`config.mk`:
```
export PLATFORM = sky130hd
export DESIGN_NAME = lcgps_queue
export DESIGN_NICKNAME = d
export VERILOG_FILES = /design/src/rtl/lcgps_pkg.sv /design/src/rtl/lcgps_queue.sv
export VERILOG_INCLUDE_DIRS = /design/src /design/src/rtl
export SDC_FILE = /design/constraint.sdc
export NUM_CORES = 1
export LEC_CHECK = 0
export BUFFER_PORTS_ARGS = -buffer_cell sky130_fd_sc_hd__buf_2
export CORE_ASPECT_RATIO = 1.5
export CORE_UTILIZATION = 60
export DETAILED_ROUTE_END_ITERATION = 6
export PLACE_DENSITY = 0.83
export SYNTH_ARGS = -nofsm -noshare
export SYNTH_HDL_FRONTEND = slang
export SYNTH_SLANG_ARGS = --single-unit
```
`constraint.sdc`:
```
create_clock -name clk -period 8 [get_ports clk]
set_input_delay 0.8 -clock clk [delete_from_list [all_inputs] [get_ports clk]]
set_output_delay 0.8 -clock clk [all_outputs]
set_load 0.02 [all_outputs]
```
`src/rtl/lcg_printable_shift_cipher_macros.svh`:
```
// ----------------------------------------------------------------------
// Assertion macros
// Clocked assertion helpers used by the cipher queue.
// ----------------------------------------------------------------------
`ifndef LCG_PRINTABLE_SHIFT_CIPHER_MACROS_SVH
`define LCG_PRINTABLE_SHIFT_CIPHER_MACROS_SVH

// Property holds at every rising clock edge outside reset.
`define LCGPS_ASSERT(lbl, prop, msg) \
    lbl: assert property (@(posedge clk) disable iff (!rst_n) prop) \
        else $error(msg);

// Condition never occurs outside reset.
`define LCGPS_NEVER(lbl, cond, msg) \
    `LCGPS_ASSERT(lbl, !(cond), msg)

`endif

```
`src/rtl/lcgps_pkg.sv`:
```
// ----------------------------------------------------------------------
// Cipher package
// Codes, constants and shared types of the printable shift cipher.
// ----------------------------------------------------------------------
package lcgps_pkg;

    localparam logic [1:0] FUNC_RESTART = 2'd0;
    localparam logic [1:0] FUNC_ABSORB  = 2'd1;
    localparam logic [1:0] FUNC_ENCRYPT = 2'd2;
    localparam logic [1:0] FUNC_DECRYPT = 2'd3;

    localparam logic [1:0] CFG_PIN_FIRST  = 2'd0;
    localparam logic [1:0] CFG_PIN_SECOND = 2'd1;
    localparam logic [1:0] CFG_PIN_THIRD  = 2'd2;
    localparam logic [1:0] CFG_PIN_FOURTH = 2'd3;

    localparam logic [31:0] LCG_MUL      = 32'd1103515245;
    localparam logic [15:0] LCG_ADD      = 16'd12345;
    localparam logic [32:0] MIX_BASE     = 33'd1337;
    localparam logic [63:0] ZERO_KEY_SUB = 64'd123456789;
    localparam logic [7:0]  RING         = 8'd95;
    localparam logic [7:0]  LOW_PRINT    = 8'd32;
    localparam logic [7:0]  HIGH_PRINT   = 8'd126;

    // 256^i mod 95 for the six bytes of the 48-bit keystream word
    localparam int FOLD_TERMS = 6;
    localparam logic [6:0] FOLD_WEIGHT [FOLD_TERMS] = '{7'd1, 7'd66, 7'd81, 7'd26, 7'd6, 7'd16};

    // floor(2^22 / 95), quotient estimate low by at most one
    localparam logic [15:0] RECIP       = 16'd44150;
    localparam int          RECIP_SHIFT = 22;
    localparam int          QUOT_W      = 32 - RECIP_SHIFT;

    localparam int QUEUE_DEPTH = 4;
    localparam int QPTR_W      = $clog2(QUEUE_DEPTH);
    localparam int QCNT_W      = $clog2(QUEUE_DEPTH + 1);

    typedef enum logic [1:0] {
        KIND_RESTART,
        KIND_ABSORB,
        KIND_CIPHER
    } item_kind_t;

    typedef struct packed {
        logic        decrypt;
        logic        printable;
        logic        reload;
        logic [7:0]  data_byte;
        logic [63:0] reload_seed;
    } cipher_entry_t;

    typedef struct packed {
        logic full;
        logic empty;
    } queue_status_t;

endpackage

```
`src/rtl/lcgps_queue.sv`:
```
// ----------------------------------------------------------------------
// Cipher queue
// Short FIFO of classified cipher transactions between front and back.
// ----------------------------------------------------------------------
`include "lcg_printable_shift_cipher_macros.svh"

module lcgps_queue
    import lcgps_pkg::*;
(
    input  logic          clk,
    input  logic          rst_n,
    input  logic          push,
    input  cipher_entry_t push_entry,
    input  logic          pop,
    output cipher_entry_t head,
    output queue_status_t status
);

    cipher_entry_t     slot_reg [QUEUE_DEPTH];
    logic [QPTR_W-1:0] wr_ptr_reg;
    logic [QPTR_W-1:0] rd_ptr_reg;
    logic [QCNT_W-1:0] count_reg;

    always_comb
    begin
        head         = slot_reg[rd_ptr_reg];
        status.full  = (count_reg == QCNT_W'(QUEUE_DEPTH));
        status.empty = (count_reg == '0);
    end

    always_ff @(posedge clk)
    begin
        if (push)
        begin
            slot_reg[wr_ptr_reg] <= push_entry;
        end
    end

    always_ff @(posedge clk or negedge rst_n)
    begin
        if (!rst_n)
        begin
            wr_ptr_reg <= '0;
            rd_ptr_reg <= '0;
            count_reg  <= '0;
        end
        else
        begin
            if (push)
            begin
                wr_ptr_reg <= (wr_ptr_reg == QPTR_W'(QUEUE_DEPTH - 1)) ? '0 : wr_ptr_reg + 1'b1;
            end
            if (pop)
            begin
                rd_ptr_reg <= (rd_ptr_reg == QPTR_W'(QUEUE_DEPTH - 1)) ? '0 : rd_ptr_reg + 1'b1;
            end
            if (push && !pop)
            begin
                count_reg <= count_reg + 1'b1;
            end
            else if (pop && !push)
            begin
                count_reg <= count_reg - 1'b1;
            end
        end
    end

    `LCGPS_NEVER(a_push_when_full, push && status.full, "queue push while full")
    `LCGPS_NEVER(a_pop_when_empty, pop && status.empty, "queue pop while empty")
    `LCGPS_ASSERT(a_count_up, (push && !pop) |=> (count_reg == $past(count_reg) + 1'b1), "queue count did not advance")

endmodule

```
; Word-level counts from Yosys, hierarchy flattened
; Memories as Yosys holds them, arrays and structs flattened.
; Index checks and enable logic that the tools add are counted.
[totals]
ff_bits = 7
n_memories = 1
in_bits = 79
output_inout_bits = 77
wordCells = 23
ram_bits = 300
[mem_list]
columns = memory, depth, width, read_ports, rd_clocked_by_memory_dff, wr, line_no
row1 = slot_reg, 4, 75, 1, 0, 1, lcgps_queue.sv:19  ; cipher_entry_t slot_reg [QUEUE_DEPTH];
[op_classes]
n_addsub = 4
reduce_logical = 6
n_mux = 6
eq_ne = 3
[op_table]
columns = op, count
row1 = $mux W3, 2
row2 = $add A2 B1 Y2 const B, 2
row3 = $eq A2 B2 Y1 const B, 2
row4 = $mux W2, 2
row5 = $add A3 B1 Y3 const B, 1
row6 = $eq A3 B3 Y1 const B, 1
row7 = $logic_not A3 Y1, 1
row8 = $sub A3 B1 Y3 const B, 1
row9 = $logic_and A1 B1 Y1, 2
row10 = $logic_not A1 Y1, 2
row11 = $mux W1, 2
row12 = $reduce_bool A2 Y1, 1

; Logic depth before layout (Yosys ltp)
[depth]
depth_word = 4
ltp_mapped = 7
mapped_depth_nobuf = 7

; Least setup slack after synthesis
; No wires, ideal clock.
[synth_path]
kind = input -> register
startpoint = in push
endpoint = mem slot_reg[2][0] in the netlist's numbering (enable)
cell_stages = 1
t_required_ns = 7.559
setup_time_ns = 0.441
slack_ns = 5.007
arrival_time_ns = 2.552
n_path_buf = 0
cell_sequence = and2_1
[synth_via]
elab_chain_cells = 2
[synth_rtl]
columns = item, line_no
row1 = "start, declared", lcgps_queue.sv:12  ; input logic push,
row2 = $mux W1, lcgps_queue.sv:33  ; if (push)
row3 = $mux W1 (implied by the code), lcgps_queue.sv:35  ; slot_reg[wr_ptr_reg] <= push_entry;
row4 = "end, declared", lcgps_queue.sv:19
; No other way between the ends.

==> out/qor.txt <==
status - completed
WL final - 19,300 µm
worst slack at placement - 4.59 ns
Detailed Routing Iterations Pass 1 - 4
hold_buf cts - 0
max-slew violations - 0
die area - 19,300 µm²
Mapped Avg Cell Area - 26.3 µm²
Crit-path slowest cell - dfrtp_4
Area Growth Syn to Fin - 16.1%
fin crit share - 48.0%
EDFF count, synth - 300
number of flip-flops in the largest register - 300
crit path DAT - 3.04 ns
I/O pins - 156
top cell type by total area after synthesis - edfxtp_1
Reg power frac - 46.8%
Clk pin slew, worst setup/hold paths - 0.07 ns
combinational share of power - 27.8%
Core Area - 18,500 µm²
final hold violation count - 0
Iter 0 DRT Violations - 318
CP Capture Type - output port
hpwl dp - 10,900 µm
largest net degree at the start of global routing - 78
Post-Syn Area - 11,300 µm²
final setup fails - 0
clock sinks - 307
Sum Neg Setup Slack - 0 ns
worst-path cell chain - buf_4 -> mux4_2 -> buf_2
Routed wire per std cell - 22.2 µm
setup ws final - 4.16 ns
Max-Cap Viols - 0
ys flop type - edfxtp_1
crit path to - head[51]
Mapped Cells - 429
Clk Latency, worst-skew pair - 0.52 ns
Net Count, Synth - 515
CP Launch Point - rd_ptr_reg[0]$_DFFE_PN0P_
Max VDD drop - 336 µV
Async SR Flop Fraction - 2.28%
CTS tree - yes
fin nets - 682
CTS buffer count - 26
first-pass GRT wire length - 29,100 µm
Post-CTS Setup Repair Bufs - 0
fmax - 261 MHz
Root Driver - clkbuf_16
Seq cells post-synth - 307
net switching power - 1.47 mW
Post-CTS Resized - 0
measured slew at the worst slew-check pin - 1.15 ns
Routed Antenna Nets - 0
Worst slew margin - 23.5%
Post-synth top cells - edfxtp_1 (300), mux4_2 (75), dfrtp_1 (7)
routed vias/inst - 5.68
CP max stage delay - 0.87 ns
gpl congestion - 0.688
Die Span Y - 170 µm
RSZ-0062 raised after global routing - false
clk_skew - 0.0213 ns
Hold Crit Class - input pin to asynchronous set/reset pin
PwrDens - 370 nW/µm²
DR DRC count - 0
std cell rows - 61
Reg2Reg Setup Slack - 5.97 ns
Initial Utilization - 61.0%
Clock power frac - 25.4%
worst reg2reg endpoint - slot_reg[2][62]$_DFFE_PP_
vias in the first global route - 5,206
FF-to-FF Start - wr_ptr_reg[0]$_DFFE_PN0P_
Synth Warn # - 0
Cell Int Power - 3.38 mW
crit-path leading delay family - buffers and inverters
sequential share of the synthesized area - 81.5%
input/output buffers - 155
via count - 4,941
Sw Share - 30.3%
initial antenna violation count - 3
critical path class - flop to output port
minimum clock period after layout - 3.84 ns
Critical Path RT - 7.20 ns
Synth area leaders - edfxtp_1 (80%), mux4_2 (15%), dfrtp_1 (1.6%)
worst r2r path cells - 3
buffers and inverters on the worst path - 2
H-tree Lvls - 1
hold_ws - 0.0987 ns
GRT overflow - 0
post-synth cell types - 21
startpoint types - flop
CTS Buffer Depth - 3
LEAKAGE - 4.46 nW
count leader, synth - edfxtp_1
Yosys top cell area share - 80.0%
instance count on the critical path - 3
share of cells above drive strength 1 - 44.7%
Filler cells - 1,121
top fanout value on the critical path - 42
Die W - 114 µm
gr usage total - 20.4%
[cell families after synthesis]
group                      synth area share (%)
DFF                                        81.5
muxes                                      15.3
buffers and inverters                      1.49
and+or+nand+nor                           0.500
adders and majority gates                 0.844
xor gates and xnor gates                  0.233
AOI/OAI and AO/OA                        0.0889
[cell usage in the layout (no fill, tap or decap)]
cell type and n:
clkinv_2 2, clkbuf_1 10, clkbuf_16 27, nor3_1 1, buf_4 1, xnor2_1 1, mux4_2 75, fa_1 1
o21ai_0 2, inv_1 4, nor2_1 3, mux2_2 3, clkbuf_8 3, clkinv_1 2, clkinvlp_4 1, nor3b_1 1
diode_2 3, dfrtp_4 2, dfrtp_1 5, buf_2 155, and2_4 4, ha_1 6, nand2_1 2, edfxtp_1 300
bufinv_16 2, xor2_1 2
[worst min-delay path by stage]
stage	slack (ns)	to
final	0.1	wr_ptr_reg[0]$_DFFE_PN0P_
after global routing	0.08	wr_ptr_reg[0]$_DFFE_PN0P_
after CTS	0.08	wr_ptr_reg[0]$_DFFE_PN0P_
after detailed placement	0.50	count_reg[2]$_DFFE_PN0P_
after global placement	0.47	count_reg[2]$_DFFE_PN0P_
after floorplan	0.46	count_reg[2]$_DFFE_PN0P_
[power by group through the flow]
stage / Combinational [mW] / Clock, mW / Sequential [mW]
final: 1.35 / 1.23 / 2.27
after global routing: 1.44 / 1.32 / 2.30
after CTS: 1.38 / 1.25 / 2.28
after detailed placement: 1.37 / 0 / 2.31
after global placement: 1.35 / 0 / 2.28
after floorplan: 1.12 / 0 / 2.16
[layer usage]
metal  vias to the layer above  wire length (µm)  track usage (%)
li1                       2181                 -                -
met1                      2542              7220             25.7
met2                       185             10500             35.9
met4                         0               445             7.68
met3                        33              1120             3.25
met5                         -                 0                0
[area by class of cell]
type	count	area [µm²]	share of cell area, %
Antenna cell	3	7.51	0.0574
Clock buffer	40	754	5.77
Clock inverter	7	85.1	0.651
Inverter	4	15.0	0.115
Multi-Input combinational cell	101	1920	14.7
Sequential cell	307	9190	70.3
Tap cell	252	315	2.41
Timing Repair Buffer	156	783	5.99
[stage by stage]
step                      power [mW]  cells  utilization (%)  area (µm²)
after floorplan                 3.28    429                -       11300
after global placement          3.63    820             66.2       12200
after detailed placement        3.68    820             66.2       12200
after CTS                       4.91    867             70.7       13100
after global routing            5.05    870             70.8       13100
final                           4.84    870             70.8       13100
No activity file was read; power rests on OpenSTA's default activity.
