===== src/rtl/lcg_printable_shift_cipher_macros.svh =====
// ----------------------------------------------------------------------
// Assertion macros
// Clocked assertion helpers used by the cipher queue.
// ----------------------------------------------------------------------
`ifndef LCG_PRINTABLE_SHIFT_CIPHER_MACROS_SVH
`define LCG_PRINTABLE_SHIFT_CIPHER_MACROS_SVH

// Property holds at every rising clock edge outside reset.
`define LCGPS_ASSERT(lbl, prop, msg) \
    lbl: assert property (@(posedge clk) disable iff (!rst_n) prop) \
        else $error(msg);

// Condition never occurs outside reset.
`define LCGPS_NEVER(lbl, cond, msg) \
    `LCGPS_ASSERT(lbl, !(cond), msg)

`endif


===== src/rtl/lcgps_pkg.sv =====
// ----------------------------------------------------------------------
// Cipher package
// Codes, constants and shared types of the printable shift cipher.
// ----------------------------------------------------------------------
package lcgps_pkg;

    localparam logic [1:0] FUNC_RESTART = 2'd0;
    localparam logic [1:0] FUNC_ABSORB  = 2'd1;
    localparam logic [1:0] FUNC_ENCRYPT = 2'd2;
    localparam logic [1:0] FUNC_DECRYPT = 2'd3;

    localparam logic [1:0] CFG_PIN_FIRST  = 2'd0;
    localparam logic [1:0] CFG_PIN_SECOND = 2'd1;
    localparam logic [1:0] CFG_PIN_THIRD  = 2'd2;
    localparam logic [1:0] CFG_PIN_FOURTH = 2'd3;

    localparam logic [31:0] LCG_MUL      = 32'd1103515245;
    localparam logic [15:0] LCG_ADD      = 16'd12345;
    localparam logic [32:0] MIX_BASE     = 33'd1337;
    localparam logic [63:0] ZERO_KEY_SUB = 64'd123456789;
    localparam logic [7:0]  RING         = 8'd95;
    localparam logic [7:0]  LOW_PRINT    = 8'd32;
    localparam logic [7:0]  HIGH_PRINT   = 8'd126;

    // 256^i mod 95 for the six bytes of the 48-bit keystream word
    localparam int FOLD_TERMS = 6;
    localparam logic [6:0] FOLD_WEIGHT [FOLD_TERMS] = '{7'd1, 7'd66, 7'd81, 7'd26, 7'd6, 7'd16};

    // floor(2^22 / 95), quotient estimate low by at most one
    localparam logic [15:0] RECIP       = 16'd44150;
    localparam int          RECIP_SHIFT = 22;
    localparam int          QUOT_W      = 32 - RECIP_SHIFT;

    localparam int QUEUE_DEPTH = 4;
    localparam int QPTR_W      = $clog2(QUEUE_DEPTH);
    localparam int QCNT_W      = $clog2(QUEUE_DEPTH + 1);

    typedef enum logic [1:0] {
        KIND_RESTART,
        KIND_ABSORB,
        KIND_CIPHER
    } item_kind_t;

    typedef struct packed {
        logic        decrypt;
        logic        printable;
        logic        reload;
        logic [7:0]  data_byte;
        logic [63:0] reload_seed;
    } cipher_entry_t;

    typedef struct packed {
        logic full;
        logic empty;
    } queue_status_t;

endpackage


===== src/rtl/lcgps_if.sv =====


interface lcgps_result_if;
    logic       valid;
    logic       ready;
    logic [7:0] out_byte;
    logic       was_shifted;

    modport source (output valid, output out_byte, output was_shifted, input ready);
    modport sink (input valid, input out_byte, input was_shifted, output ready);
endinterface


===== src/rtl/lcgps_back.sv =====
// ----------------------------------------------------------------------
// Cipher back end
// Advances the keystream generator, reduces it modulo 95 over a short
// pipeline and shifts printable bytes within the ring.
// ----------------------------------------------------------------------
module lcgps_back
    import lcgps_pkg::*;
(
    input  logic           clk,
    input  logic           rst_n,
    input  cipher_entry_t  head,
    input  queue_status_t  q_status,
    output logic           pop,
    lcgps_result_if.source result
);

    typedef struct packed {
        logic       decrypt;
        logic       printable;
        logic [7:0] data_byte;
    } byte_info_t;

    logic [63:0]       seed_reg;
    logic              p1_valid_reg;
    byte_info_t        p1_info_reg;
    logic [47:0]       p1_word_reg;
    logic              p2_valid_reg;
    byte_info_t        p2_info_reg;
    logic [15:0]       p2_y_reg;
    logic              p3_valid_reg;
    byte_info_t        p3_info_reg;
    logic [15:0]       p3_y_reg;
    logic [31:0]       p3_prod_reg;
    logic              p4_valid_reg;
    byte_info_t        p4_info_reg;
    logic [6:0]        p4_s_reg;
    logic              out_valid_reg;
    logic [7:0]        out_byte_reg;
    logic              out_shifted_reg;

    logic              adv;
    logic [63:0]       seed_base;
    logic [63:0]       lo_prod;
    logic [31:0]       hi_prod;
    logic [63:0]       seed_next;
    logic [15:0]       fold_sum;
    logic [QUOT_W-1:0] quot;
    logic [15:0]       rem_wide;
    logic [7:0]        rem;
    logic [6:0]        shift_next;
    logic [7:0]        v_off;
    logic [7:0]        t_sum;
    logic [7:0]        t_mod;
    logic [7:0]        out_byte_next;

    always_comb
    begin
        adv = !out_valid_reg || result.ready;
        pop = adv && !q_status.empty;

        seed_base = head.reload ? head.reload_seed : seed_reg;
        lo_prod   = 64'(seed_base[31:0]) * 64'(LCG_MUL);
        hi_prod   = seed_base[63:32] * LCG_MUL;
        seed_next = lo_prod + {hi_prod, 32'b0} + 64'(LCG_ADD);

        fold_sum = '0;
        for (int i = 0; i < FOLD_TERMS; i++)
        begin
            fold_sum = fold_sum + 16'(p1_word_reg[8*i +: 8]) * 16'(FOLD_WEIGHT[i]);
        end

        quot       = p3_prod_reg[31:RECIP_SHIFT];
        rem_wide   = p3_y_reg - 16'(quot) * 16'(RING);
        rem        = rem_wide[7:0];
        shift_next = (rem >= RING) ? 7'(rem - RING) : rem[6:0];

        v_off = p4_info_reg.data_byte - LOW_PRINT;
        t_sum = v_off + (p4_info_reg.decrypt ? RING - {1'b0, p4_s_reg} : {1'b0, p4_s_reg});
        t_mod = (t_sum >= RING) ? t_sum - RING : t_sum;
        out_byte_next = p4_info_reg.printable ? t_mod + LOW_PRINT : p4_info_reg.data_byte;

        result.valid       = out_valid_reg;
        result.out_byte    = out_byte_reg;
        result.was_shifted = out_shifted_reg;
    end

    always_ff @(posedge clk or negedge rst_n)
    begin
        if (!rst_n)
        begin
            seed_reg      <= '0;
            p1_valid_reg  <= 1'b0;
            p2_valid_reg  <= 1'b0;
            p3_valid_reg  <= 1'b0;
            p4_valid_reg  <= 1'b0;
            out_valid_reg <= 1'b0;
        end
        else
        begin
            if (pop)
            begin
                if (head.printable)
                begin
                    seed_reg <= seed_next;
                end
                else if (head.reload)
                begin
                    seed_reg <= head.reload_seed;
                end
            end
            if (adv)
            begin
                p1_valid_reg  <= pop;
                p2_valid_reg  <= p1_valid_reg;
                p3_valid_reg  <= p2_valid_reg;
                p4_valid_reg  <= p3_valid_reg;
                out_valid_reg <= p4_valid_reg;
            end
        end
    end

    always_ff @(posedge clk)
    begin
        if (adv)
        begin
            p1_info_reg     <= '{decrypt: head.decrypt, printable: head.printable,
                                 data_byte: head.data_byte};
            p1_word_reg     <= seed_next[63:16];
            p2_info_reg     <= p1_info_reg;
            p2_y_reg        <= fold_sum;
            p3_info_reg     <= p2_info_reg;
            p3_y_reg        <= p2_y_reg;
            p3_prod_reg     <= 32'(p2_y_reg) * 32'(RECIP);
            p4_info_reg     <= p3_info_reg;
            p4_s_reg        <= shift_next;
            out_byte_reg    <= out_byte_next;
            out_shifted_reg <= p4_info_reg.printable;
        end
    end

endmodule


===== src/flat_wrapper.sv =====
// flat-port wrapper written by rule: the top's interface ports become plain ports
module lcgps_back_flat import lcgps_pkg::*;
  (clk, rst_n, head, q_status, pop, result_valid, result_out_byte, result_was_shifted, result_ready);
  lcgps_result_if result_i ();
  input  logic clk;
  input  logic rst_n;
  input  cipher_entry_t head;
  input  queue_status_t q_status;
  output logic pop;
  output wire logic [$bits(result_i.valid)-1:0] result_valid;
  output wire logic [$bits(result_i.out_byte)-1:0] result_out_byte;
  output wire logic [$bits(result_i.was_shifted)-1:0] result_was_shifted;
  input wire logic [$bits(result_i.ready)-1:0] result_ready;
  assign result_valid = result_i.valid;
  assign result_out_byte = result_i.out_byte;
  assign result_was_shifted = result_i.was_shifted;
  assign result_i.ready = result_ready;
  lcgps_back u_core (.clk(clk), .rst_n(rst_n), .head(head), .q_status(q_status), .pop(pop), .result(result_i));
endmodule

===== config.mk =====
export PLATFORM = sky130hd
export DESIGN_NAME = lcgps_back_flat
export DESIGN_NICKNAME = d
export VERILOG_FILES = /design/src/rtl/lcg_printable_shift_cipher_macros.svh /design/src/rtl/lcgps_pkg.sv /design/src/rtl/lcgps_if.sv /design/src/rtl/lcgps_back.sv /design/src/flat_wrapper.sv
export SDC_FILE = /design/constraint.sdc
export NUM_CORES = 2
export LEC_CHECK = 0
export ABC_AREA = 1
export BUFFER_PORTS_ARGS = -buffer_cell sky130_fd_sc_hd__buf_2
export CORE_AREA = 8 8 355 443
export CTS_BUF_LIST = sky130_fd_sc_hd__clkbuf_8
export CTS_CLUSTER_DIAMETER = 150
export DETAILED_ROUTE_END_ITERATION = 6
export DIE_AREA = 0 0 363 451
export HOLD_SLACK_MARGIN = 0.05
export PLACE_DENSITY_LB_ADDON = 0.2
export SLEW_MARGIN = 20
export SYNTH_ARGS = -nofsm -noshare
export SYNTH_HDL_FRONTEND = slang
export SYNTH_SLANG_ARGS = --single-unit

===== constraint.sdc =====
create_clock -name clk -period 9.2 [get_ports clk]
set_input_delay 1.84 -clock clk [delete_from_list [all_inputs] [get_ports clk]]
set_output_delay 1.84 -clock clk [all_outputs]
set_load 0.02 [all_outputs]

**After elaboration in Yosys (flattened, before gate mapping)**

Index checks and enable logic that the tools add are counted.

- Bits in registers: 228
- Input port bits: 80

- Add/subtract/negate cells: 14
- $mul: 8
- $lt $le $gt $ge: 2
- Mux-type cells: 6
- Reductions and logical operators: 4

Operators with widths:

| cell | number |
|---|---|
| $mux 64 | 2 |
| $add 63x64->64 | 1 |
| $add 64x14->64 const B | 1 |
| $mul 32x31->63 const B | 1 |
| $mul 32x31->32 const B | 1 |
| $mul 16x15->31 const B | 1 |
| $mux 8 | 3 |
| $add 16x11->16 | 1 |
| $add 16x12->16 | 1 |
| $add 16x13->16 | 1 |
| $add 16x15->16 | 1 |
| $add 8x15->16 | 1 |
| $ge 8x7->1 const B | 2 |
| $mul 8x7->15 const B | 1 |
| $mul 8x6->14 const B | 1 |
| $mul 8x4->12 const B | 1 |
| $mul 10x7->8 const B | 1 |
| $mul 8x2->10 const B | 1 |
| $add 8x6->8 const B | 1 |
| $add 8x8->8 | 1 |
| $sub 7x7->8 const A | 1 |
| $sub 8x6->8 const B | 1 |
| $sub 8x7->8 const B | 1 |
| $sub 8x8->8 | 1 |
| 5 further kinds | 6 |

**Depth between registers and ports, before layout**

- Depth after elaboration: 7
- Depth in mapped cells: 56

**Least setup slack after synthesis**

OpenSTA, ideal clock, no wires.

- Path kind: input -> register
- Start point: input head[72] in the netlist's numbering
- End point: register u_core.p1_word_reg[47] (data pin)
- Setup time: 0.251 ns
- Arrival time: 10.765 ns
- Required time: 8.949 ns
- Path slack: -1.816 ns
- Stages: 42
- Cell sequence: buf_6 -> clkbuf_1 -> clkbuf_1 -> o21ai_0 -> ha_1 -> inv_1 -> fa_1 -> fa_1 -> fa_1 -> inv_1 -> fa_1 -> ha_1 -> fa_1 -> inv_1 -> fa_1 -> inv_1 -> ha_1 -> a21oi_1 -> [... 6 more ...] -> fa_1 -> inv_1 -> fa_1 -> ha_1 -> ha_1 -> nand2_1 -> nor2_1 -> inv_1 -> nor2_1 -> nand2_1 -> nor4_1 -> nand2_1 -> nand2_1 -> nand3_1 -> nand2_1 -> nand2_1 -> nand2_1 -> inv_1

- Word-level cells in the longest chain between the ends: 4
- Elaborated cells on any way between the ends: 5
- Those cells by class: add/sub: 2; mul: 2; mux: 1

RTL lines:

| element | line | RTL |
|---|---|---|
| from (decl) | flat_wrapper.sv:7 | `input cipher_entry_t head;` |
| $mux 64 * | n/a |  |
| $mul 32x31->63 or $mul 32x31->32 (tied branches) | lcgps_back.sv:62, lcgps_back.sv:63 |  |
| $add 63x64->64 * | lcgps_back.sv:64 | `seed_next = lo_prod + {hi_prod, 32'b0} + 64'(LCG_ADD);` |
| $add 64x14->64 * | lcgps_back.sv:64 |  |
| named net u_core.seed_next[63] | lcgps_back.sv:45 | `logic [63:0] seed_next;` |
| to (signal assigned) | lcgps_back.sv:128 | `p1_word_reg <= seed_next[63:16];` |
| to (decl) | lcgps_back.sv:26 | `logic [47:0] p1_word_reg;` |

The timed path passes the listed nets; every way through them passes the cells marked *.
A chain may end at the register's enable or synchronous reset.

**Worst setup path in the final report**

- Start point: input head[72] in the netlist's numbering
- End point: register u_core.p1_word_reg[37] (data pin)

The elaborated chain is that of the path after synthesis.

==> metrics.md <==
| Metric | Value |
|---|---|
| Status | `finished, violations left` |
| Failing checks | `negative setup slack` |
| Rel. slew slack | `28.43%` |
| Synthesis-stage register bit count | `205` |
| Die area | `0.1637 sq mm` |
| Ports | `91` |
| Hold WS | `0.4060 ns` |
| CTS tree | `yes` |
| Post-route DRC | `0` |
| Met3 Usage GRT | `1.453%` |
| CTS sink count | `205` |
| Fin nets | `7485` |
| GR Overflow Total | `0` |
| Initial core utilization | `29.81%` |
| Crit-path leading delay family | `adder cells` |
| Worst EP required | `9.59 ns` |
| DRT Wirelength | `151400 um` |
| Worst path arrival time | `10.18 ns` |
| Max FFs per register | `64` |
| Drt pass-1 iters | `5` |
| HP Class | `reg2reg` |
| Startpoint types | `input pin` |
| Tmin final | `9.796 ns` |
| Clock root buffer | `clkbuf_8` |
| CP max stage delay | `0.60 ns` |
| Commonest non-fill, non-tap cell in the layout | `inv_1` |
| Area growth syn-to-layout | `32.41%` |
| Clock latency at the later pin of the worst-skew pair | `0.68 ns` |
| DIE HEIGHT | `451 um` |
| Post-DP HPWL | `133000 um` |
| Final instance area | `0.05913 sq mm` |
| Met1 Use GR | `21.91%` |
| GR Layer Usage met2 | `34.72%` |
| CP Depth | `45` |
| CTS Buffer Depth | `3` |
| Max-slew violation count | `0` |
| Routability cong. | `0.9429` |
| Share of cells above drive strength 1 | `27.15%` |
| RSZ-0062 raised after global routing | `true` |
| Avg WL per Cell | `19.19 um` |
| GRT Max-Usage Layer | `met2` |
| Syn avg cell area | `9.096 sq um` |
| Fin. Hold Viols | `0` |
| Synth Cell Area | `0.04465 sq mm` |
| PortBufs | `89` |
| Final worst slack | `-0.5955 ns` |
| GRT Total Usage | `18.46%` |
| Hold depth | `0` |
| Largest cells by area after synthesis | `fa_1, ha_1, inv_1, edfxtp_1, nand2_1` |
| Core area | `0.1498 sq mm` |
| Yosys warns | `0` |
| Most frequent cells in the layout | `inv_1, buf_4, fa_1, ha_1, nand2_1` |
| Largest net degree at the start of global routing | `72` |
| Critical Path Fanout Max | `7` |
| H-tree level count | `2` |
| Measured slew at the worst slew-check pin | `1.074 ns` |
| Top-area cell type share of the netlist area | `33.27%` |
| CP Buf/Inv Count | `14` |
| Max Cap Violations | `0` |
| Initial antenna violation count | `6` |
| Crit end category | `register` |
| Vias/cell | `4.412` |
| Worst-path clk slew | `0.08 ns` |
| Setup violators final | `41` |
| Max frequency | `102.1 MHz` |
| Cell count after synthesis | `4909` |
| Final Skew | `0.08266 ns` |
| Synth area leader | `fa_1` |
| Number of global-route vias before repair | `38300` |
| Reg2reg path depth | `44` |
| Antenna viol nets, final | `0` |
| Sequential area share after synthesis | `13.01%` |
| DR vias | `34800` |
| Fillers | `15100` |
| Initial drt markers | `1465` |
| Num CTS Buffers | `42` |
| Fin crit share | `106.5%` |
| Row count | `159` |
| Die width | `363 um` |
| Placed Area | `0.05419 sq mm` |
| CP Class | `in2reg` |
| First-pass GRT wire length | `228900 um` |
| Yosys cell types | `43` |
| Critical Path Slowest Stage Cell | `fa_1` |
| Syn Nets | `6550` |
[final timing paths]
path / to / startpoint / slack, ns
worst max-delay path: u_core.p1_word_reg[37] / head[72] / -0.60
worst min-delay path: u_core.p2_info_reg[8] / u_core.p1_info_reg[8] / 0.41
worst max register to register: u_core.p1_word_reg[37] / u_core.seed_reg[40] / 0.45
worst min register to register: u_core.p2_info_reg[8] / u_core.p1_info_reg[8] / 0.41
max in group asynchronous: u_core.seed_reg[37] / rst_n / 6.97
min in group asynchronous: u_core.seed_reg[17] / rst_n / 1.14
[cell usage after synthesis]
cell type,number
a211oi_1,4
a21boi_0,3
a21boi_1,2
a21o_1,16
a21oi_1,185
a221oi_1,1
a31oi_1,12
a41oi_1,1
and3_1,5
buf_1,6
buf_2,3
buf_4,1
buf_6,1
clkbuf_1,33
dfrtp_1,69
edfxtp_1,136
fa_1,742
ha_1,819
inv_1,1458
inv_2,4
mux2i_1,1
nand2_1,592
nand2_2,6
nand2b_1,1
nand3_1,92
nand3b_1,4
nand4_1,21
nor2_1,213
nor3_1,22
nor3b_1,3
nor4_1,5
o211ai_1,9
o21a_1,7
o21ai_0,217
o21ai_1,5
o21ai_2,7
o21bai_1,15
o221ai_1,1
o22ai_1,16
or2_0,1
or2_2,14
xnor2_1,53
xor2_1,103
[area by class of cell]
type,instances,area [sq um],share of cell area [%]
multi-input cells,3198,37050,62.66
inverters,1462,5518,9.332
repair buffers,935,7307,12.36
diodes,1,2.502,0.004232
clock inverters,29,305.3,0.5163
clock buffers,45,619.3,1.047
well taps,2012,2517,4.258
flip-flops and latches,205,5811,9.827
[kinds of logic after synthesis]
kind of cell	after synthesis	share of synthesized area [%]
multiplexers	1	0.02242
AO/OA/AOI/OAI	501	6.092
adder cells (fa/ha/maj)	1561	56.21
flip-flops	205	13.01
AND/OR/NAND/NOR	979	8.905
XOR/XNOR	156	3.060
buffers and inverters	1506	12.69
[through the flow]
stage | TNS [ns] | setup slack [ns] | instances | util (%)
6_report | -18.23 | -0.5955 | 7887 | 39.47
3_5_place_dp | -89.55 | -1.664 | 7721 | 36.18
2_1_floorplan | -15.83 | -0.6588 | 4909 | -
5_1_grt | -27.92 | -0.9133 | 7887 | 39.47
4_1_cts | -17.88 | -0.5832 | 7843 | 38.26
3_3_place_gp | -90.99 | -1.587 | 7721 | 36.18
[timing repair]
item,4_1_cts,5_1_grt
setup buffers,56,50
hold buffers,0,0
pin swaps,192,228
gates cloned,1,3
resized for setup,393,305
setup endpoints to repair,55,69
[per-layer routing]
metal,vias to the layer above,share of wire (%)
li1,16860,-
met4,0,4.5
met2,571,52
met3,229,3.0
met1,17140,40
met5,-,0
Power is left out: the tool's default activity adds up to more than one toggle a clock period on the data nets, which glitch-free logic cannot reach.
