### src/rtl/lcg_printable_shift_cipher_macros.svh
// ----------------------------------------------------------------------
// Assertion macros
// Clocked assertion helpers used by the cipher queue.
// ----------------------------------------------------------------------
`ifndef LCG_PRINTABLE_SHIFT_CIPHER_MACROS_SVH
`define LCG_PRINTABLE_SHIFT_CIPHER_MACROS_SVH

// Property holds at every rising clock edge outside reset.
`define LCGPS_ASSERT(lbl, prop, msg) \
    lbl: assert property (@(posedge clk) disable iff (!rst_n) prop) \
        else $error(msg);

// Condition never occurs outside reset.
`define LCGPS_NEVER(lbl, cond, msg) \
    `LCGPS_ASSERT(lbl, !(cond), msg)

`endif

### src/rtl/lcgps_pkg.sv
// ----------------------------------------------------------------------
// Cipher package
// Codes, constants and shared types of the printable shift cipher.
// ----------------------------------------------------------------------
package lcgps_pkg;

    localparam logic [1:0] FUNC_RESTART = 2'd0;
    localparam logic [1:0] FUNC_ABSORB  = 2'd1;
    localparam logic [1:0] FUNC_ENCRYPT = 2'd2;
    localparam logic [1:0] FUNC_DECRYPT = 2'd3;

    localparam logic [1:0] CFG_PIN_FIRST  = 2'd0;
    localparam logic [1:0] CFG_PIN_SECOND = 2'd1;
    localparam logic [1:0] CFG_PIN_THIRD  = 2'd2;
    localparam logic [1:0] CFG_PIN_FOURTH = 2'd3;

    localparam logic [31:0] LCG_MUL      = 32'd1103515245;
    localparam logic [15:0] LCG_ADD      = 16'd12345;
    localparam logic [32:0] MIX_BASE     = 33'd1337;
    localparam logic [63:0] ZERO_KEY_SUB = 64'd123456789;
    localparam logic [7:0]  RING         = 8'd95;
    localparam logic [7:0]  LOW_PRINT    = 8'd32;
    localparam logic [7:0]  HIGH_PRINT   = 8'd126;

    // 256^i mod 95 for the six bytes of the 48-bit keystream word
    localparam int FOLD_TERMS = 6;
    localparam logic [6:0] FOLD_WEIGHT [FOLD_TERMS] = '{7'd1, 7'd66, 7'd81, 7'd26, 7'd6, 7'd16};

    // floor(2^22 / 95), quotient estimate low by at most one
    localparam logic [15:0] RECIP       = 16'd44150;
    localparam int          RECIP_SHIFT = 22;
    localparam int          QUOT_W      = 32 - RECIP_SHIFT;

    localparam int QUEUE_DEPTH = 4;
    localparam int QPTR_W      = $clog2(QUEUE_DEPTH);
    localparam int QCNT_W      = $clog2(QUEUE_DEPTH + 1);

    typedef enum logic [1:0] {
        KIND_RESTART,
        KIND_ABSORB,
        KIND_CIPHER
    } item_kind_t;

    typedef struct packed {
        logic        decrypt;
        logic        printable;
        logic        reload;
        logic [7:0]  data_byte;
        logic [63:0] reload_seed;
    } cipher_entry_t;

    typedef struct packed {
        logic full;
        logic empty;
    } queue_status_t;

endpackage

### src/rtl/lcgps_if.sv
// ----------------------------------------------------------------------
// Cipher channels
// Valid/ready channels for input items and result items.
// ----------------------------------------------------------------------
interface lcgps_item_if;
    logic       valid;
    logic       ready;
    logic [1:0] func;
    logic [7:0] data_byte;
    logic       message_start;

    modport source (output valid, output func, output data_byte, output message_start,
                    input ready);
    modport sink (input valid, input func, input data_byte, input message_start,
                  output ready);
endinterface


### src/rtl/lcgps_front.sv
// ----------------------------------------------------------------------
// Cipher front end
// Accepts items, runs key restart and password mixing, and queues
// classified cipher transactions with their seed reload value.
// ----------------------------------------------------------------------
module lcgps_front
    import lcgps_pkg::*;
(
    input  logic          clk,
    input  logic          rst_n,
    lcgps_item_if.sink    item,
    input  logic          cfg_we,
    input  logic [1:0]    cfg_index,
    input  logic [3:0]    cfg_data,
    output logic          push,
    output cipher_entry_t push_entry,
    input  queue_status_t q_status
);

    logic [3:0]    pin_reg [4];
    logic [31:0]   index_reg;
    logic [63:0]   key_reg;
    logic          f_valid_reg;
    item_kind_t    f_kind_reg;
    logic [63:0]   f_val_reg;
    cipher_entry_t f_entry_reg;

    logic          accept;
    logic          f_adv;
    item_kind_t    kind_next;
    logic [63:0]   val_next;
    logic [31:0]   char_ext;
    logic [32:0]   weight;
    logic [13:0]   pin_key;
    logic [63:0]   mix_sum;

    always_comb
    begin
        char_ext = {{24{item.data_byte[7]}}, item.data_byte};
        weight   = {1'b0, index_reg} + MIX_BASE;
        pin_key  = 14'(pin_reg[CFG_PIN_FIRST])  * 14'd1000
                 + 14'(pin_reg[CFG_PIN_SECOND]) * 14'd200
                 + 14'(pin_reg[CFG_PIN_THIRD])  * 14'd30
                 + 14'(pin_reg[CFG_PIN_FOURTH]) * 14'd4;
        case (item.func)
            FUNC_RESTART: kind_next = KIND_RESTART;
            FUNC_ABSORB:  kind_next = KIND_ABSORB;
            default:      kind_next = KIND_CIPHER;
        endcase
        if (kind_next == KIND_RESTART)
        begin
            val_next = 64'(pin_key);
        end
        else
        begin
            val_next = {32'b0, char_ext} * {31'b0, weight};
        end

        f_adv      = !f_valid_reg || (f_kind_reg != KIND_CIPHER) || !q_status.full;
        item.ready = f_adv;
        accept     = item.valid && f_adv;

        mix_sum = key_reg + f_val_reg;

        push                   = f_valid_reg && (f_kind_reg == KIND_CIPHER) && !q_status.full;
        push_entry             = f_entry_reg;
        push_entry.reload_seed = (key_reg == '0) ? ZERO_KEY_SUB : key_reg;
    end

    always_ff @(posedge clk or negedge rst_n)
    begin
        if (!rst_n)
        begin
            for (int i = 0; i < 4; i++)
            begin
                pin_reg[i] <= '0;
            end
        end
        else if (cfg_we)
        begin
            pin_reg[cfg_index] <= cfg_data;
        end
    end

    always_ff @(posedge clk or negedge rst_n)
    begin
        if (!rst_n)
        begin
            index_reg   <= '0;
            key_reg     <= '0;
            f_valid_reg <= 1'b0;
            f_kind_reg  <= KIND_RESTART;
        end
        else
        begin
            if (accept)
            begin
                if (kind_next == KIND_RESTART)
                begin
                    index_reg <= '0;
                end
                else if (kind_next == KIND_ABSORB && index_reg != '1)
                begin
                    index_reg <= index_reg + 1'b1;
                end
            end
            if (f_valid_reg)
            begin
                if (f_kind_reg == KIND_RESTART)
                begin
                    key_reg <= f_val_reg;
                end
                else if (f_kind_reg == KIND_ABSORB)
                begin
                    key_reg <= mix_sum ^ (mix_sum << 5);
                end
            end
            if (f_adv)
            begin
                f_valid_reg <= accept;
                if (accept)
                begin
                    f_kind_reg <= kind_next;
                end
            end
        end
    end

    always_ff @(posedge clk)
    begin
        if (accept)
        begin
            f_val_reg               <= val_next;
            f_entry_reg.decrypt     <= (item.func == FUNC_DECRYPT);
            f_entry_reg.printable   <= (item.data_byte >= LOW_PRINT)
                                       && (item.data_byte <= HIGH_PRINT);
            f_entry_reg.reload      <= item.message_start;
            f_entry_reg.data_byte   <= item.data_byte;
            f_entry_reg.reload_seed <= '0;
        end
    end

endmodule

### src/flat_wrapper.sv
// flat-port wrapper written by rule: the top's interface ports become plain ports
module lcgps_front_flat import lcgps_pkg::*;
  (clk, rst_n, cfg_we, cfg_index, cfg_data, push, push_entry, q_status, item_valid, item_func, item_data_byte, item_message_start, item_ready);
  lcgps_item_if item_i ();
  input  logic clk;
  input  logic rst_n;
  input  logic cfg_we;
  input  logic [1:0] cfg_index;
  input  logic [3:0] cfg_data;
  output logic push;
  output cipher_entry_t push_entry;
  input  queue_status_t q_status;
  input wire logic [$bits(item_i.valid)-1:0] item_valid;
  input wire logic [$bits(item_i.func)-1:0] item_func;
  input wire logic [$bits(item_i.data_byte)-1:0] item_data_byte;
  input wire logic [$bits(item_i.message_start)-1:0] item_message_start;
  output wire logic [$bits(item_i.ready)-1:0] item_ready;
  assign item_i.valid = item_valid;
  assign item_i.func = item_func;
  assign item_i.data_byte = item_data_byte;
  assign item_i.message_start = item_message_start;
  assign item_ready = item_i.ready;
  lcgps_front u_core (.clk(clk), .rst_n(rst_n), .item(item_i), .cfg_we(cfg_we), .cfg_index(cfg_index), .cfg_data(cfg_data), .push(push), .push_entry(push_entry), .q_status(q_status));
endmodule
### config.mk
export PLATFORM = sky130hd
export DESIGN_NAME = lcgps_front_flat
export DESIGN_NICKNAME = d
export VERILOG_FILES = /design/src/rtl/lcg_printable_shift_cipher_macros.svh /design/src/rtl/lcgps_pkg.sv /design/src/rtl/lcgps_if.sv /design/src/rtl/lcgps_front.sv /design/src/flat_wrapper.sv
export SDC_FILE = /design/constraint.sdc
export NUM_CORES = 2
export LEC_CHECK = 0
export BUFFER_PORTS_ARGS = -buffer_cell sky130_fd_sc_hd__buf_2
export CAP_MARGIN = 20
export CORE_MARGIN = 4
export CORE_UTILIZATION = 50
export DETAILED_ROUTE_END_ITERATION = 10
export PLACE_DENSITY = 0.73
export SLEW_MARGIN = 10
export SYNTH_ARGS = -nofsm -noshare
export SYNTH_HDL_FRONTEND = slang
export SYNTH_SLANG_ARGS = --single-unit
### constraint.sdc
create_clock -name clk -period 12.8 [get_ports clk]
set_input_delay 0.64 -clock clk [delete_from_list [all_inputs] [get_ports clk]]
set_output_delay 0.64 -clock clk [all_outputs]
set_load 0.01 [all_outputs]
* Word-level counts from Yosys, hierarchy flattened *
Index checks and enable logic that the tools add are counted.
Widths: inputs -> output; s select.

word-level totals
  register bits after elaboration = 190
  output and inout port bits = 77
  logic and storage cells = 66

operators by class
  add/sub/neg operators = 6
  multipliers = 4
  order comparisons = 4
  eq/ne operators = 7
  muxes and demuxes = 10
  bitwise gates (word level) = 2
  reduce and logical (&&, ||, !) cells = 19

operator list
  operator                count
  $mux 64                 3
  $add 64x64->64          1
  $logic_not 64->1        1
  $mul 32x33->64          1
  $mux 32                 2
  $xor 64x64->64          1
  $add 32x11->33 const B  1
  $add 32x1->32 const B   1
  $ne 32x32->1 const B    1
  $bwmux 16               1
  $add 14x12->14          1
  $add 14x6->14           1
  $add 14x9->14           1
  $mux 14                 1
  $mul 4x7->11 const B    1
  $mul 4x5->9 const B     1
  $demux 4 s2             1
  $ge 8x6->1 const B      1
  $le 8x7->1 const B      1
  $mul 4x4->8 const B     1
  $eq 2x1->1 const B      3
  $logic_and 1x1->1       6
  $logic_not 2->1         3
  $reduce_and 2->1        3
  other kinds (10)        14

* Longest topological paths before layout *
  word-level depth = 6
  mapped depth = 39
  depth with buffers taken out = 38

* Worst setup path after synthesis *
Ideal clock, no wire load.

  path kind = register to register
  start = reg u_core.index_reg[1]
  end = reg u_core.f_val_reg[59], data pin
  library setup time = 0.268 ns
  data arrival time = 8.654 ns
  setup slack = 3.878 ns
  stages on the path, launching flop included = 35
  buffers on the path = 1
  period minus slack after synthesis = 8.922 ns
  cells stage by stage = dfrtp_1 -> ha_1 -> a2111oi_2 -> nor2_1 -> o21a_1 -> o21ai_2 -> nor2_1 -> nand2_1 -> xor2_1 -> nand2b_1 -> inv_1 -> fa_1 -> inv_1 -> fa_1 -> fa_1 -> inv_1 -> fa_1 -> inv_1 -> fa_1 -> inv_1 -> fa_1 -> fa_1 -> inv_1 -> fa_1 -> inv_1 -> ha_1 -> clkbuf_1 -> nand2_1 -> nor2_1 -> nand4_1 -> nor2_1 -> nand3_1 -> a2111oi_1 -> o21ai_0 -> nor3b_1

on the way
  cells in the longest elaborated chain, start to end = 2

ends and longest elaborated chain
  item                    RTL line            RTL
  start, declared         lcgps_front.sv:21   logic [31:0] index_reg;
  start signal, assigned  lcgps_front.sv:104  index_reg <= index_reg + 1'b1;
  $add 32x11->33          lcgps_front.sv:40   weight = {1'b0, index_reg} + MIX_BASE;
  $mul 32x33->64          lcgps_front.sv:56   val_next = {32'b0, char_ext} * {31'b0, weight};
  end signal, assigned    lcgps_front.sv:133  f_val_reg <= val_next;
  end, declared           lcgps_front.sv:25   logic [63:0] f_val_reg;

No other way between the ends.
A chain may end at the register's enable or synchronous reset.

* Worst setup path after layout *
  start = reg u_core.index_reg[0]
  end = reg u_core.f_val_reg[60], data pin

Same word-level chain as after synthesis.

==> results summary <==
The number of distinct standard cells referenced by the synthesized netlist came out at 84. The largest individual stage delay along the critical path comes from the cell sky130_fd_sc_hd__xor2_1. The longest clock path from root to sink contains 2 buffers. During synthesis, Yosys emitted a total of 0 warnings. The worst-skew pair later-pin latency came out at 0.48 ns. The largest family of logic cells by synthesized area is adder cells. With fillers left out, the area of the finished cells amounts to 39500 um^2. The mux share of post-synthesis cell area is 0.690%. The cell that appears most often on the critical path is sky130_fd_sc_hd__fa_1.

The number of DRC violations after detailed-routing iteration 0 is 2292. The number of standard-cell rows in the floorplan is 100. The detailed route wirelength on metal3 came out at 7490 um. The max-capacitance violation count is 0. The synthesized-area fraction occupied by and/or/nand/nor cells is 12.3%. The via count is 28300. Synthesis handed over a netlist of 4082 instances. In this run, post-CTS hold repair placed 0 buffers. The worst register-to-register path begins at u_core.index_reg[0]. The starting density of the core is 50.4%. The buffer count from post-CTS setup fixing is 0. The adder-cell share of the synthesized area came out at 45.4%. The final clock period utilization by the worst path came out at 82.6%.

The number of I/O pins came out at 100. The detailed-route wire length came out at 105000 um. After detailed routing, the met2 layer carries 48500 um of wire.

The floorplan step set the die width to 282 um. The worst hold path class is input pin to asynchronous set/reset pin. The startpoint type of the worst setup path is a flop. The final hold slack is 0.199 ns. The actual slew at the worst max-slew pin is 1.09 ns. The pin count of the biggest net entering global routing came out at 77. The DRC violations left came out at 0. Data on the critical path is required at its endpoint by 13.03 ns. The CTS tree is yes. The die is 282 um tall. The xor/xnor share of the synthesized area is 6.46%. The tightest slew margin relative to the limit is 27.0%. The library cell used most frequently in the layout, excluding fill and tap cells, is sky130_fd_sc_hd__inv_1. The number of buffer cells added on primary ports came out at 98.

The area share of the largest cell type after synthesis is 33.0%. The number of antenna violations at the first check in global routing came out at 3. The share of flip-flops with an asynchronous set or reset after synthesis came out at 60.5%. The overflow left after global routing is 0. The minimum clock period came out at 10.58 ns.

The register bit total from synthesis came out at 190. The kind of capture point of the worst setup path is a flop. The detail-routed via count per cell is 5.63.

In the layout the commonest cells are 777 x sky130_fd_sc_hd__inv_1, 618 x sky130_fd_sc_hd__fa_1, 374 x sky130_fd_sc_hd__ha_1. The total count of hold-check failures in the final report came out at 0. The first global-routing pass estimated 164000 um of wire. Yosys attributes the largest share of cell area to sky130_fd_sc_hd__fa_1 33%, sky130_fd_sc_hd__ha_1 12%, sky130_fd_sc_hd__inv_1 7.8%, sky130_fd_sc_hd__dfrtp_1 7.7%, sky130_fd_sc_hd__edfxtp_1 6.0%. The longest individual stage delay on the worst path came out at 0.76 ns.

For this run, the post-layout net count is 5063. The netlist area before placement came out at 37500 um^2. Clock tree synthesis selected as its root buffer the cell sky130_fd_sc_hd__clkbuf_16. The H-tree was split into 4 levels.

In this run the worst path has a maximum fanout of 11. The upper clock frequency limit is 0.0945 GHz. The share of cells above drive strength 1 is 6.06%. The number of endpoints failing setup at the final stage came out at 0.

After detailed placement, the total cell area comes to 38800 um^2. In this run, synthesis inferred 75 flip-flops with an integrated enable. Among all flip-flop cells after synthesis, the most frequent one is sky130_fd_sc_hd__dfrtp_1. The met1 wire length is 45200 um. Setup repair after global routing left no endpoint under its margin. The origin of the worst setup path is u_core.index_reg[0]. The residual antenna-violating net count after detailed routing is 0.

The clock-pin transition on the worst setup and hold timing paths came out at 0.10 ns. The worst setup path is of the flop to flop kind. The area of the die is 79500 um^2. The final routed wire length divided by cell count came out at 20.9 um. Summing the areas of all compound-gate instances in the mapped netlist gives 11.8% of the synthesized area. The post-synthesis net count is 5097.

The clock sink total is 190. Summed over all nets, the half-perimeter wirelength after detailed placement is 90400 um. The via count of the first global-routing pass is 28700. The arrival time of data at the critical path endpoint came out at 10.80 ns. The highest metal layer carrying signal wires in the routed design is met4. The count of inserted antenna diode cells is 0.

The sum of negative setup slack came out at 0 ns. The number of detailed-routing iterations run before antenna repair came out at 5. At the end of routability-driven placement, the weighted congestion stood at 0.990.

The proportion of synthesized chip area in sequential cells is 13.7%. The overall global routing resource usage came out at 26.8%. The mean instance size in the synthesized netlist came out at 9.19 um^2. Gates resized during post-CTS repair numbered 0. The clock arrives with 0.0276 ns of skew. The number of clock buffers inserted by TritonCTS is 17. The flow ran to the end, and the final reports show no timing, DRC or antenna violations. The post-layout utilization of the core came out at 53.0%. The area of the core came out at 74400 um^2. The max-slew violation total from the final report came to 0.

The cell taking the most area after synthesis is sky130_fd_sc_hd__fa_1. The synthesis-to-layout area growth came out at 5.15%.
[stage by stage]
stage / std cells / setup slack [ns]
2_1_floorplan: 4082 / 3.88
3_3_place_gp: 4994 / 2.31
3_5_place_dp: 4995 / 2.29
4_1_cts: 5027 / 2.25
5_1_grt: 5030 / 1.57
6_report: 5030 / 2.22
[synthesized netlist by cell type (5+ instances only)]
master,n
sky130_fd_sc_hd__o21ai_0,149
sky130_fd_sc_hd__a31oi_1,14
sky130_fd_sc_hd__o31ai_1,8
sky130_fd_sc_hd__clkbuf_1,174
sky130_fd_sc_hd__o21ai_1,12
sky130_fd_sc_hd__and3_1,16
sky130_fd_sc_hd__nor3_1,36
sky130_fd_sc_hd__nand3b_1,6
sky130_fd_sc_hd__nand4_1,57
sky130_fd_sc_hd__a21o_1,102
sky130_fd_sc_hd__a21boi_0,6
sky130_fd_sc_hd__nor2b_1,34
sky130_fd_sc_hd__or2_2,25
sky130_fd_sc_hd__nand2b_1,18
sky130_fd_sc_hd__inv_1,778
sky130_fd_sc_hd__a211oi_1,16
sky130_fd_sc_hd__xnor3_1,9
sky130_fd_sc_hd__or3_1,31
sky130_fd_sc_hd__and2_1,124
sky130_fd_sc_hd__fa_1,618
sky130_fd_sc_hd__mux2_2,15
sky130_fd_sc_hd__and4_1,7
sky130_fd_sc_hd__nor2_1,162
sky130_fd_sc_hd__o21a_1,21
sky130_fd_sc_hd__mux2i_1,9
sky130_fd_sc_hd__buf_2,14
sky130_fd_sc_hd__o21bai_1,36
sky130_fd_sc_hd__ha_1,374
sky130_fd_sc_hd__o22ai_1,34
sky130_fd_sc_hd__xnor2_1,137
sky130_fd_sc_hd__o221a_2,5
sky130_fd_sc_hd__nand3_1,45
sky130_fd_sc_hd__a21oi_1,217
sky130_fd_sc_hd__nand2_1,352
sky130_fd_sc_hd__edfxtp_1,75
sky130_fd_sc_hd__o211ai_1,10
sky130_fd_sc_hd__dfrtp_1,115
sky130_fd_sc_hd__nor4_1,23
sky130_fd_sc_hd__xor2_1,113
[metal layers]
| metal | track usage, % | up-vias |
|---|---|---|
| met1 | 37.6 | 14100 |
| met2 | 43.5 | 1056 |
| met5 | 0 | - |
| met4 | 8.73 | 0 |
| li1 | - | 13000 |
| met3 | 3.35 | 181 |
[critical path: cells and delay by family, from the launching register on]
kind / cells / cell delay [ns]
buffers and inverters: 4 / 0.31
xor gates and xnor gates: 1 / 0.76
and+or+nand+nor: 6 / 1.20
muxes: 1 / 0.12
AOI/OAI and AO/OA: 10 / 2.51
adders and majority gates: 10 / 4.90
DFF: 1 / 0.53
[final cells by class]
type	count	area [um^2]
sequential	190	5130
inverter	779	2930
clock buffer	17	425
multi-input combinational	2923	28800
timing repair buffer	137	793
tap	969	1210
clock inverter	15	201
fill	6733	35000
[cells by family (layout without fill, tap and decap cells)]
logic type      after synthesis  in the layout
fa+ha+maj                   992            992
buf+inv                     969            948
simple gates                948            948
compound gates              698            698
xor+xnor                    261            261
flops                       190            190
mux                          24             24
[final timing paths]
kind | to | slack (ns) | cells past startpoint
worst max-delay path | u_core.f_val_reg[60] | 2.22 | 32
worst min-delay path | u_core.pin_reg[9] | 0.20 | 1
worst max register to register | u_core.f_val_reg[60] | 2.22 | 32
worst min register to register | u_core.pin_reg[0] | 0.52 | 1
max in group asynchronous | u_core.index_reg[1] | 11.18 | 2
min in group clk | u_core.push_entry[72] | 0.35 | 1
Power is left out: the tool's default activity adds up to more than one toggle a clock period on the data nets, which glitch-free logic cannot reach.
